`config.mk`:
```
export PLATFORM = sky130hd
export DESIGN_NAME = subsampled_frame_min_max_mean
export DESIGN_NICKNAME = d
export VERILOG_FILES = /design/src/design/sfmm_pkg.sv /design/src/design/sfmm_front.sv /design/src/design/sfmm_fifo.sv /design/src/design/sfmm_back.sv /design/src/design/subsampled_frame_min_max_mean.sv
export SDC_FILE = /design/constraint.sdc
export NUM_CORES = 1
export LEC_CHECK = 0
export ABC_AREA = 1
export BUFFER_PORTS_ARGS = -buffer_cell sky130_fd_sc_hd__buf_2
export CAP_MARGIN = 0
export CORE_MARGIN = 4
export CORE_UTILIZATION = 55
export CTS_CLUSTER_DIAMETER = 200
export DETAILED_ROUTE_END_ITERATION = 7
export GPL_ROUTABILITY_DRIVEN = 1
export GPL_TIMING_DRIVEN = 0
export PLACE_DENSITY = 0.76
export SYNTH_ARGS = -nofsm -noshare
export SYNTH_HDL_FRONTEND = slang
export SYNTH_SLANG_ARGS = --single-unit
```
`constraint.sdc`:
```
create_clock -name clk_i -period 7.8 [get_ports clk_i]
set_input_delay 0.78 -clock clk_i [delete_from_list [all_inputs] [get_ports clk_i]]
set_output_delay 0.78 -clock clk_i [all_outputs]
set_load 0.03 [all_outputs]
```
`src/design/sfmm_pkg.sv`:
```
// shared types and constants for the subsampled frame statistics block
`default_nettype none

package sfmm_pkg;

  localparam int unsigned MaxWidth  = 4096;
  localparam int unsigned PixW      = 16;
  localparam int unsigned FwW       = 13;
  localparam int unsigned StepW     = 8;
  localparam int unsigned ShiftW    = 4;
  localparam int unsigned ColW      = $clog2(MaxWidth);
  localparam int unsigned SumW      = 40;
  localparam int unsigned CountW    = 25;
  localparam int unsigned CfgIdxW   = 2;
  localparam int unsigned CfgDataW  = 13;
  localparam int unsigned QueueDepth = 2;

  // register indexes on the config port
  localparam logic [CfgIdxW-1:0] RegFrameWidth = 2'd0;
  localparam logic [CfgIdxW-1:0] RegSubStep    = 2'd1;
  localparam logic [CfgIdxW-1:0] RegValShift   = 2'd2;

  typedef struct packed {
    logic [FwW-1:0]    frame_width;
    logic [StepW-1:0]  subsample_step;
    logic [ShiftW-1:0] value_shift;
  } cfg_t;

  // per-frame totals handed from front to back
  typedef struct packed {
    logic [PixW-1:0]   min_value;
    logic [PixW-1:0]   max_value;
    logic [SumW-1:0]   sum;
    logic [CountW-1:0] count;
  } frame_rec_t;

endpackage

`default_nettype wire

```
`src/design/sfmm_front.sv`:
```
// front end: raster tracking, subsampling and running min/max/sum/count
`default_nettype none

module sfmm_front import sfmm_pkg::*; (
  input  wire logic             clk_i,
  input  wire logic             rst_ni,
  input  wire cfg_t             cfg_i,
  input  wire logic             pix_valid_i,
  output logic                  pix_ready_o,
  input  wire logic [PixW-1:0]  pixel_value_i,
  input  wire logic             frame_end_i,
  input  wire logic             q_full_i,
  output logic                  q_push_o,
  output frame_rec_t            q_data_o
);

  logic [ColW-1:0]   col_pos_q, col_pos_d;
  logic [StepW-1:0]  col_ph_q, col_ph_d;
  logic [StepW-1:0]  row_ph_q, row_ph_d;
  logic [PixW-1:0]   min_q, min_d;
  logic [PixW-1:0]   max_q, max_d;
  logic [SumW-1:0]   sum_q, sum_d;
  logic [CountW-1:0] cnt_q, cnt_d;

  logic [FwW-1:0]    width_eff;
  logic [StepW-1:0]  step_eff;
  logic [PixW-1:0]   pix_sh;
  logic              take;
  logic              fire;
  logic [PixW-1:0]   min_n, max_n;
  logic [SumW-1:0]   sum_n;
  logic [CountW-1:0] cnt_n;
  logic [FwW-1:0]    col_inc;
  logic [StepW:0]    col_ph_inc, row_ph_inc;

  // only the last pixel of a frame needs room in the queue
  assign pix_ready_o = !(frame_end_i && q_full_i);
  assign fire        = pix_valid_i && pix_ready_o;

  always_comb begin
    if (cfg_i.frame_width == '0) begin
      width_eff = FwW'(1);
    end else if (cfg_i.frame_width > FwW'(MaxWidth)) begin
      width_eff = FwW'(MaxWidth);
    end else begin
      width_eff = cfg_i.frame_width;
    end
    step_eff = (cfg_i.subsample_step == '0) ? StepW'(1) : cfg_i.subsample_step;
  end

  assign pix_sh = pixel_value_i >> cfg_i.value_shift;
  // sample while both phases are zero and the count has not saturated
  assign take   = (col_ph_q == '0) && (row_ph_q == '0) && !cnt_q[CountW-1];

  always_comb begin
    min_n = min_q;
    max_n = max_q;
    sum_n = sum_q;
    cnt_n = cnt_q;
    if (take) begin
      if (pix_sh < min_q) min_n = pix_sh;
      if (pix_sh > max_q) max_n = pix_sh;
      sum_n = sum_q + SumW'(pix_sh);
      cnt_n = cnt_q + CountW'(1);
    end
  end

  assign col_inc    = FwW'(col_pos_q) + FwW'(1);
  assign col_ph_inc = {1'b0, col_ph_q} + (StepW+1)'(1);
  assign row_ph_inc = {1'b0, row_ph_q} + (StepW+1)'(1);

  always_comb begin
    col_pos_d = col_pos_q;
    col_ph_d  = col_ph_q;
    row_ph_d  = row_ph_q;
    min_d     = min_q;
    max_d     = max_q;
    sum_d     = sum_q;
    cnt_d     = cnt_q;
    if (fire) begin
      if (col_inc >= width_eff) begin
        col_pos_d = '0;
        col_ph_d  = '0;
        row_ph_d  = (row_ph_inc >= {1'b0, step_eff}) ? '0 : row_ph_inc[StepW-1:0];
      end else begin
        col_pos_d = col_inc[ColW-1:0];
        col_ph_d  = (col_ph_inc >= {1'b0, step_eff}) ? '0 : col_ph_inc[StepW-1:0];
      end
      min_d = min_n;
      max_d = max_n;
      sum_d = sum_n;
      cnt_d = cnt_n;
      if (frame_end_i) begin
        col_pos_d = '0;
        col_ph_d  = '0;
        row_ph_d  = '0;
        min_d     = '1;
        max_d     = '0;
        sum_d     = '0;
        cnt_d     = '0;
      end
    end
  end

  assign q_push_o           = fire && frame_end_i;
  assign q_data_o.min_value = min_n;
  assign q_data_o.max_value = max_n;
  assign q_data_o.sum       = sum_n;
  assign q_data_o.count     = cnt_n;

  always_ff @(posedge clk_i or negedge rst_ni) begin
    if (!rst_ni) begin
      col_pos_q <= '0;
      col_ph_q  <= '0;
      row_ph_q  <= '0;
      min_q     <= '1;
      max_q     <= '0;
      sum_q     <= '0;
      cnt_q     <= '0;
    end else begin
      col_pos_q <= col_pos_d;
      col_ph_q  <= col_ph_d;
      row_ph_q  <= row_ph_d;
      min_q     <= min_d;
      max_q     <= max_d;
      sum_q     <= sum_d;
      cnt_q     <= cnt_d;
    end
  end

endmodule

`default_nettype wire

```
`src/design/sfmm_fifo.sv`:
```
// two-entry queue of frame totals between front and back
`default_nettype none

module sfmm_fifo import sfmm_pkg::*; (
  input  wire logic       clk_i,
  input  wire logic       rst_ni,
  input  wire logic       push_i,
  input  wire frame_rec_t push_data_i,
  output logic            full_o,
  input  wire logic       pop_i,
  output logic            valid_o,
  output frame_rec_t      pop_data_o
);

  localparam int unsigned PtrW = $clog2(QueueDepth);

  frame_rec_t                mem_q [QueueDepth];
  logic [PtrW-1:0]           wr_ptr_q, rd_ptr_q;
  logic [$clog2(QueueDepth+1)-1:0] fill_q, fill_d;

  assign full_o     = (fill_q == ($clog2(QueueDepth+1))'(QueueDepth));
  assign valid_o    = (fill_q != '0);
  assign pop_data_o = mem_q[rd_ptr_q];

  always_comb begin
    fill_d = fill_q;
    if (push_i && !pop_i) fill_d = fill_q + 1'b1;
    if (pop_i && !push_i) fill_d = fill_q - 1'b1;
  end

  always_ff @(posedge clk_i) begin
    if (push_i) mem_q[wr_ptr_q] <= push_data_i;
  end

  always_ff @(posedge clk_i or negedge rst_ni) begin
    if (!rst_ni) begin
      wr_ptr_q <= '0;
      rd_ptr_q <= '0;
      fill_q   <= '0;
    end else begin
      fill_q <= fill_d;
      if (push_i) wr_ptr_q <= (wr_ptr_q == PtrW'(QueueDepth-1)) ? '0 : wr_ptr_q + 1'b1;
      if (pop_i)  rd_ptr_q <= (rd_ptr_q == PtrW'(QueueDepth-1)) ? '0 : rd_ptr_q + 1'b1;
    end
  end

endmodule

`default_nettype wire

```
`src/design/sfmm_back.sv`:
```
// back end: bit-serial mean divide and result register
`default_nettype none

module sfmm_back import sfmm_pkg::*; (
  input  wire logic               clk_i,
  input  wire logic               rst_ni,
  input  wire logic               rec_valid_i,
  input  wire frame_rec_t         rec_i,
  output logic                    rec_pop_o,
  output logic                    res_valid_o,
  input  wire logic               res_ready_i,
  output logic [PixW-1:0]         min_value_o,
  output logic [PixW-1:0]         max_value_o,
  output logic [PixW-1:0]         mean_value_o,
  output logic [CountW-1:0]       sample_total_o
);

  typedef enum logic [1:0] {StIdle, StDiv, StOut} state_e;

  localparam int unsigned StepCntW = $clog2(PixW);

  state_e              state_q;
  logic [SumW-1:0]     rem_q;
  logic [SumW-1:0]     div_q;
  logic [PixW-1:0]     quo_q;
  logic [StepCntW-1:0] step_q;
  logic                empty_q;
  logic                fits;
  logic [SumW-1:0]     diff;
  logic [PixW-1:0]     quo_n;

  // mean fits 16 bits since sum <= count * 65535, so 16 quotient bits suffice
  assign diff      = rem_q - div_q;
  assign fits      = (rem_q >= div_q);
  assign quo_n     = {quo_q[PixW-2:0], fits};
  assign rec_pop_o = (state_q == StIdle) && rec_valid_i;

  always_ff @(posedge clk_i or negedge rst_ni) begin
    if (!rst_ni) begin
      state_q        <= StIdle;
      res_valid_o    <= 1'b0;
      min_value_o    <= '0;
      max_value_o    <= '0;
      mean_value_o   <= '0;
      sample_total_o <= '0;
      empty_q        <= 1'b0;
      rem_q          <= '0;
      div_q          <= '0;
      quo_q          <= '0;
      step_q         <= '0;
    end else begin
      unique case (state_q)
        StIdle: begin
          if (rec_valid_i) begin
            min_value_o    <= rec_i.min_value;
            max_value_o    <= rec_i.max_value;
            sample_total_o <= rec_i.count;
            empty_q        <= (rec_i.count == '0);
            rem_q          <= rec_i.sum;
            div_q          <= {rec_i.count, (SumW-CountW)'(0)};
            quo_q          <= '0;
            step_q         <= StepCntW'(PixW-1);
            state_q        <= StDiv;
          end
        end
        StDiv: begin
          if (fits) rem_q <= diff;
          div_q  <= div_q >> 1;
          quo_q  <= quo_n;
          step_q <= step_q - 1'b1;
          if (step_q == '0) begin
            mean_value_o <= empty_q ? '0 : quo_n;
            res_valid_o  <= 1'b1;
            state_q      <= StOut;
          end
        end
        StOut: begin
          if (res_ready_i) begin
            res_valid_o <= 1'b0;
            state_q     <= StIdle;
          end
        end
        default: state_q <= StIdle;
      endcase
    end
  end

endmodule

`default_nettype wire

```
`src/design/subsampled_frame_min_max_mean.sv`:
```
// top level: subsampled frame min/max/mean/count statistics
//
// pixels arrive on the pix channel (valid/ready), one 16-bit word per
// transfer in raster order, frame_end_i set on the last pixel of a frame.
// each pixel is shifted right by value_shift; pixels whose column and row
// are multiples of subsample_step feed a running min, max, sum and count.
// the front end takes one pixel per cycle; it only stalls the last pixel
// of a frame, when the two-entry queue of frame totals is full.
// the back end divides sum by count bit-serially, one quotient bit per
// cycle, and takes the next frame total from the queue only once the
// previous result has been accepted on res_ready_i.
// one result transfer per frame on the res channel; while the receiver
// stalls, the result is held and up to two more frames queue behind it.
// config is a plain write port (frame_width, subsample_step, value_shift)
// and must only be written while the block is idle.
// reset (rst_ni low, async) clears the raster position, the running totals,
// the queue and the output, and loads width 640, step 1, shift 0.
`default_nettype none

module subsampled_frame_min_max_mean import sfmm_pkg::*; (
  input  wire logic                clk_i,
  input  wire logic                rst_ni,
  // config write port
  input  wire logic                cfg_we_i,
  input  wire logic [CfgIdxW-1:0]  cfg_idx_i,
  input  wire logic [CfgDataW-1:0] cfg_data_i,
  // pixel input
  input  wire logic                pix_valid_i,
  output logic                     pix_ready_o,
  input  wire logic [PixW-1:0]     pixel_value_i,
  input  wire logic                frame_end_i,
  // frame result
  output logic                     res_valid_o,
  input  wire logic                res_ready_i,
  output logic [PixW-1:0]          min_value_o,
  output logic [PixW-1:0]          max_value_o,
  output logic [PixW-1:0]          mean_value_o,
  output logic [CountW-1:0]        sample_total_o
);

  cfg_t       cfg_q;
  logic       q_push, q_full, q_pop, q_valid;
  frame_rec_t q_wdata, q_rdata;

  // config registers, taken straight from the write port
  always_ff @(posedge clk_i or negedge rst_ni) begin
    if (!rst_ni) begin
      cfg_q.frame_width    <= FwW'(640);
      cfg_q.subsample_step <= StepW'(1);
      cfg_q.value_shift    <= '0;
    end else if (cfg_we_i) begin
      unique case (cfg_idx_i)
        RegFrameWidth: cfg_q.frame_width    <= cfg_data_i[FwW-1:0];
        RegSubStep:    cfg_q.subsample_step <= cfg_data_i[StepW-1:0];
        RegValShift:   cfg_q.value_shift    <= cfg_data_i[ShiftW-1:0];
        default:       ;  // unused index, write dropped
      endcase
    end
  end

  // front end: one pixel per cycle, stalled by a full queue at frame end
  sfmm_front u_front (
    .clk_i         (clk_i),
    .rst_ni        (rst_ni),
    .cfg_i         (cfg_q),
    .pix_valid_i   (pix_valid_i),
    .pix_ready_o   (pix_ready_o),
    .pixel_value_i (pixel_value_i),
    .frame_end_i   (frame_end_i),
    .q_full_i      (q_full),
    .q_push_o      (q_push),
    .q_data_o      (q_wdata)
  );

  // frame totals waiting for the divider
  sfmm_fifo u_fifo (
    .clk_i       (clk_i),
    .rst_ni      (rst_ni),
    .push_i      (q_push),
    .push_data_i (q_wdata),
    .full_o      (q_full),
    .pop_i       (q_pop),
    .valid_o     (q_valid),
    .pop_data_o  (q_rdata)
  );

  // back end: mean divide and result register
  sfmm_back u_back (
    .clk_i          (clk_i),
    .rst_ni         (rst_ni),
    .rec_valid_i    (q_valid),
    .rec_i          (q_rdata),
    .rec_pop_o      (q_pop),
    .res_valid_o    (res_valid_o),
    .res_ready_i    (res_ready_i),
    .min_value_o    (min_value_o),
    .max_value_o    (max_value_o),
    .mean_value_o   (mean_value_o),
    .sample_total_o (sample_total_o)
  );

endmodule

`default_nettype wire
```
Word-level counts from Yosys, hierarchy flattened
Memory sizes are Yosys's and may differ from the RTL's.
Cells that the tools add are included.
{ "word_totals": {"reg_bits": 330, "mem_bits_rw": 194, "input_bits": 37, "output_inout_bits": 75, "word_cells": 132, "memories": 1} }
{ "memory_table": {"columns": ["name", "depth", "width", "read_ports", "rd_clocked_by_memory_dff", "wr", "line_no", "text"], "rows": [
  ["u_fifo.mem_q", 2, 97, 1, 0, 1, "sfmm_fifo.sv:17", "frame_rec_t mem_q [QueueDepth];"]
]} }
{ "op_classes": {"addsub": 11, "order_cmp": 7, "eq_ne": 9, "shifts": 1, "mux": 44, "reduce_logical": 35} }
{ "ops": {"columns": ["cell", "n"], "rows": [
  ["2-to-1 mux 40 bit", 5],
  ["one-hot mux 40 bit (2 select lines)", 2],
  ["2-to-1 mux 16 bit", 7],
  ["2-to-1 mux 8 bit", 7],
  ["2-to-1 mux 25 bit", 2],
  ["adder 40 x 16 -> 40 bit", 1],
  [">= comparator 40 bit", 1],
  ["subtractor 40 bit", 1],
  ["one-hot mux 15 bit (2 select lines)", 1],
  ["2-to-1 mux 13 bit", 2],
  ["adder 25 x 1 -> 25 bit, second input constant", 1],
  ["zero test 25 bit", 1],
  ["zero test 8 bit", 3],
  ["2-to-1 mux 12 bit", 2],
  ["adder 8 x 1 -> 9 bit, second input constant", 2],
  [">= comparator 9 x 8 -> 1 bit", 2],
  ["greater-than comparator 16 bit", 1],
  ["< comparator 16 bit", 1],
  ["right shift 16 x 4 -> 16 bit", 1],
  ["2-to-1 mux 15 bit", 1],
  ["AND reduction 2 bit", 7],
  ["adder 12 x 1 -> 13 bit, second input constant", 1],
  [">= comparator 13 bit", 1],
  ["greater-than comparator 13 bit, second input constant", 1],
  ["other kinds (21)", 53]
]} }

Longest topological paths before layout
{ "depth": {"word_depth": 8, "depth_mapped": 25, "ltp_nobuf": 24} }

Hierarchy
A second synthesis with hierarchy kept.
{ "unflattened": {"hier_cells": 3734, "hier_area_um2": 29445.7} }
{ "by_module_without_submodules": {"columns": ["mod", "n_inst", "cells_each", "area_per_inst_um2", "seq_area_each_um2"], "rows": [
  ["sfmm_front", 1, 1642, 10755.3, 3148.0],
  ["sfmm_back", 1, 1450, 10239.8, 4404.2],
  ["sfmm_fifo", 1, 530, 7390.8, 5925.7],
  ["subsampled_frame_min_max_mean", 1, 112, 1059.8, 629.4]
]} }

Worst setup path after synthesis
Ideal clock, no wire load.
{ "synth_path": {"path_type": "input to register", "from": "input frame_end_i", "to": "memory u_fifo.mem_q[0][0] in the netlist's numbering, enable pin", "setup_ns": 0.554, "arrival_time_ns": 5.819, "required_time_ns": 7.246, "path_slack_ns": 1.427, "cell_stages": 6, "n_path_buf": 1, "path_cell_list": "nand3b_1 nand2_1 inv_1 clkbuf_1 nand2_1 nor2_1"} }
{ "synth_via": {"elab_chain_cells": 6} }
{ "synth_rtl": {"columns": ["element", "line_no", "text"], "rows": [
  ["from (decl)", "subsampled_frame_min_max_mean.sv:31", "input wire logic frame_end_i,"],
  ["logical AND 1 bit", "sfmm_front.sv:37", "assign pix_ready_o = !(frame_end_i && q_full_i);"],
  ["zero test 1 bit", "sfmm_front.sv:37", null],
  ["logical AND 1 bit", "sfmm_front.sv:38", "assign fire = pix_valid_i && pix_ready_o;"],
  ["logical AND 1 bit (*)", "sfmm_front.sv:105", "assign q_push_o = fire && frame_end_i;"],
  ["2-to-1 mux 1 bit (*)", "sfmm_fifo.sv:32", "if (push_i) mem_q[wr_ptr_q] <= push_data_i;"],
  ["2-to-1 mux 1 bit (not written as such) (*)", "sfmm_fifo.sv:32", null],
  ["to (decl)", "sfmm_fifo.sv:17", null]
]} }
Mark *: on every way between the ends. The rest lies on a longest branch, timed or not.

==> out/metrics.csv <==
stage;metric;value;unit
final_layout;stdcell_count;4321;
timing;period_minus_slack;4.44;ns
logic_synthesis;synth_compound_area_share;12.2;%
logic_synthesis;synth_top_family_by_area;simple AND/OR/NAND/NOR gates;
critical_path;start_kind;flip-flop;
global_route;antenna_found_initial;0;
timing;slew_violations;0;
logic_synthesis;synth_edf_count;194;
cts;clock-sinks;524;
logic_synthesis;syn_area_per_cell;8.28;µm²
critical_path;reg2regPathDepth;20;
place;io_buffer_count;111;
timing;fmaxAchievable;225;MHz
power;cellLeakagePower;14.8;nW
cts;numCtsBuffers;54;
floorplanning;dieWidth;235;µm
logic_synthesis;muxShareOfSynthArea;0.229;%
logic_synthesis;synth_cell_types;61;
cts;cts_max_level;2;
detailed_routing;antenna_left;0;
timing;hold_viol;0;
global_route;grt_max_degree;117;
cts;clockRootBuffer;clkbuf_16;
detailed_routing;drt_first_pass_iters;7;
floorplanning;ioPinCount;112;
critical_path;worstPathMaxFanout;10;
cts;worstSkewPairLatency;0.64;ns
detailed_routing;vias;24225;
detailed_routing;routed_wl;78400;µm
timing;slew_headroom;20.9;%
floorplanning;dieArea;55300;µm²
logic_synthesis;synth_most_common_cell;nand2_1;
cts;post_cts_resized;0;
cts;cts_setup_buffers;0;
logic_synthesis;syn-num-nets;3585;
logic_synthesis;synthFlopType;dfrtp_1;
detailed_routing;vias_per_cell;5.61;
global_route;grt_pass1_vias;22537;
logic_synthesis;synth_top_cell_by_area;dfrtp_1;
timing;worst_pin_slew;1.17;ns
timing;fin_skew;0.0356;ns
logic_synthesis;synth_area_leaders;dfrtp_1 27%, edfxtp_1 21%, nand2_1 11%;
logic_synthesis;synth_xor_area_share;1.76;%
cts;cts_hold_buf;0;
critical_path;endpoint_kind;flip-flop;
final_layout;areaGrowthSynthToFinish;12.7;%
final_layout;finalNetCount;3760;
floorplanning;core-area;50600;µm²
critical_path;worstPathArrival;4.82;ns
timing;setup_violations;0;
critical_path;worstPathRequired;8.18;ns
power;p_per_area;437;nW/µm²
timing;rsz0062_at_grt;no;
outcome;status;finished, final reports clean;
logic_synthesis;synth_commonest_cells;864 x nand2_1, 410 x inv_1, 316 x nor2_1, 311 x dfrtp_1, 264 x o21ai_0;
detailed_routing;drcViolationCount;0;
cts;clkTransAtPathRegs;0.06;ns
logic_synthesis;synth_fa_ha_area_share;5.34;%
global_route;overflow;0;
timing;setup_tns;0;ns
global_route;grt_pass1_wl;122000;µm
logic_synthesis;ys_seq_area_share;49.7;%
detailed_routing;drtIter0Drc;2215;
detailed_routing;wl_per_cell;18.2;µm
place;dp_cells;4219;
timing;period_share;56.9;%
cts;cts_tree;built;
job;cap_viol_max_count;0;
hold_path;hold_path_class;input port to asynchronous set/reset pin;
logic_synthesis;synthArstFlopShare;63.0;%
final_layout;fill_cells;4297;
floorplanning;core.rowCount;82;
floorplanning;start_util;56.1;%
cts;cts_buffer_depth;3;
final_layout;antenna_cells;0;
logic_synthesis;yosys_warnings;0;
place;dp_hpwl;59200;µm
power;ir_drop;220;µV
global_route;track_usage;27.4;%
logic_synthesis;syn_inst;3428;
logic_synthesis;synth_top_area_share;27.4;%
final_layout;drive_gt1_share;8.80;%
logic_synthesis;yosys_register_bits;524;
critical_path;critPathKind;flip-flop to flip-flop;
place;place_congestion;0.962;
floorplanning;die_h;235;µm
logic_synthesis;synth_simple_gate_area_share;23.4;%
logic_synthesis;syn_area;28400;µm²
==> critical path, cell delays in order, from the launching register on <==
cell and delay, ns:
dfrtp_1 0.44, inv_2 0.15, buf_2 0.22, nand3_1 0.10, o21ai_0 0.14, inv_1 0.06
o21ai_0 0.21, or2_2 0.14, o21ai_0 0.35, ha_1 0.44, nand2_1 0.06, o21ai_0 0.50
a21oi_1 0.29, o21ai_2 0.26, nand2_1 0.09, nand2_2 0.08, nand2_1 0.06, nand2_2 0.09
buf_6 0.15, nand4_1 0.12, and2_1 0.26
==> where the power goes <==
group / internal (mW) / switching, mW
registers: 3.79 / 0.377
logic: 2.08 / 4.86
clock network: 1.73 / 1.15
total: 7.60 / 6.39
==> per-stage QoR <==
stage	hold slack [ns]	power (mW)	area [µm²]	utilization, %	worst slack, ns
floorplan	0.446	8.88	28400	-	1.43
detailed placement	0.467	11.0	30000	59.3	3.18
CTS	0.191	13.9	32000	63.2	3.46
global route	0.232	14.9	32000	63.2	2.98
finish	0.174	14.0	32000	63.2	3.36
global placement	0.461	10.9	29800	58.9	-1.27
==> flip-flops by register name (all words and copies together), names as in the netlist, 2 cells and up <==
register / flops
u_fifo.mem_q: 194
u_back.div_q: 40
u_back.rem_q: 40
u_front.sum_q: 40
cfg_q: 25
u_back.sample_total_o: 25
u_front.cnt_q: 25
u_back.max_value_o: 16
u_back.mean_value_o: 16
u_back.min_value_o: 16
u_front.max_q: 16
u_front.min_q: 16
u_back.quo_q: 15
u_front.col_pos_q: 12
u_front.col_ph_q: 8
u_front.row_ph_q: 8
u_back.step_q: 4
u_back.state_q: 2
u_fifo.fill_q: 2
==> per-layer routing <==
layer  up-vias  part of all wire [%]  track usage, %
met5         -                     0               0
met4         0                   3.7            9.70
met3       156                   6.7            3.41
met2       836                    46            45.0
met1     11430                    43            38.0
li1      11803                     -               -
==> layout make-up <==
type                            count  area, µm²  area share [%]
Inverter                          422       1580            4.95
Clock buffer                       66       1450            4.52
Multi-Input combinational cell   2363      12200            38.1
Sequential cell                   524      14100            44.1
Clock inverter                     36        558            1.74
Timing Repair Buffer              119        741            2.32
Buffer                            119        518            1.62
Tap cell                          672        841            2.63
==> cell usage in the layout (no fill, tap or decap), types with 8 or more instances in the layout <==
master | netlist | layout
nand4_1 | 45 | 45
clkbuf_1 | 84 | 91
xor2_1 | 45 | 45
bufinv_16 | 0 | 12
dfstp_2 | 19 | 19
a31oi_1 | 86 | 86
edfxtp_1 | 194 | 194
ha_1 | 118 | 118
nor3_1 | 41 | 40
o22ai_1 | 58 | 58
buf_2 | 15 | 125
and2_1 | 9 | 9
clkinv_2 | 0 | 10
xnor2_1 | 12 | 12
o21ai_0 | 264 | 264
inv_2 | 10 | 10
a21o_1 | 8 | 8
o211ai_1 | 10 | 10
a21oi_1 | 131 | 131
o21ai_1 | 11 | 11
inv_1 | 410 | 410
nand3_1 | 202 | 202
buf_1 | 12 | 12
nand3b_1 | 11 | 11
nor4_1 | 20 | 20
clkbuf_16 | 0 | 54
nor2_1 | 316 | 314
o21bai_1 | 12 | 12
nand3_2 | 8 | 8
dfrtp_1 | 311 | 311
nand2_1 | 864 | 864
nand2_2 | 20 | 20
==> final timing paths <==
kind	startpoint	to	slack [ns]
setup / recovery	cfg_q[1]$_DFFE_PN0P_	u_fifo.mem_q[0][54]$_DFFE_PP_	3.36
setup reg to reg	cfg_q[1]$_DFFE_PN0P_	u_fifo.mem_q[0][54]$_DFFE_PP_	3.36
hold reg to reg	u_back.mean_value_o[9]$_DFFE_PN0P_	u_back.mean_value_o[9]$_DFFE_PN0P_	0.48
max in group asynchronous	rst_ni	cfg_q[23]$_DFFE_PN0P_	6.50
min in group clk_i	res_ready_i	u_back.state_q[1]$_DFFE_PN0P_	0.37
hold / removal	rst_ni	u_back.sample_total_o[5]$_DFFE_PN0P_	0.17
==> cells by family (layout without fill, tap and decap cells) <==
kind of cell | Yosys count | after routing
flops | 524 | 524
buf+inv | 541 | 762
mux | 6 | 6
fa+ha+maj | 120 | 120
simple gates | 1563 | 1563
compound gates | 617 | 617
xor+xnor | 57 | 57
(Power assumes the default switching activity.)
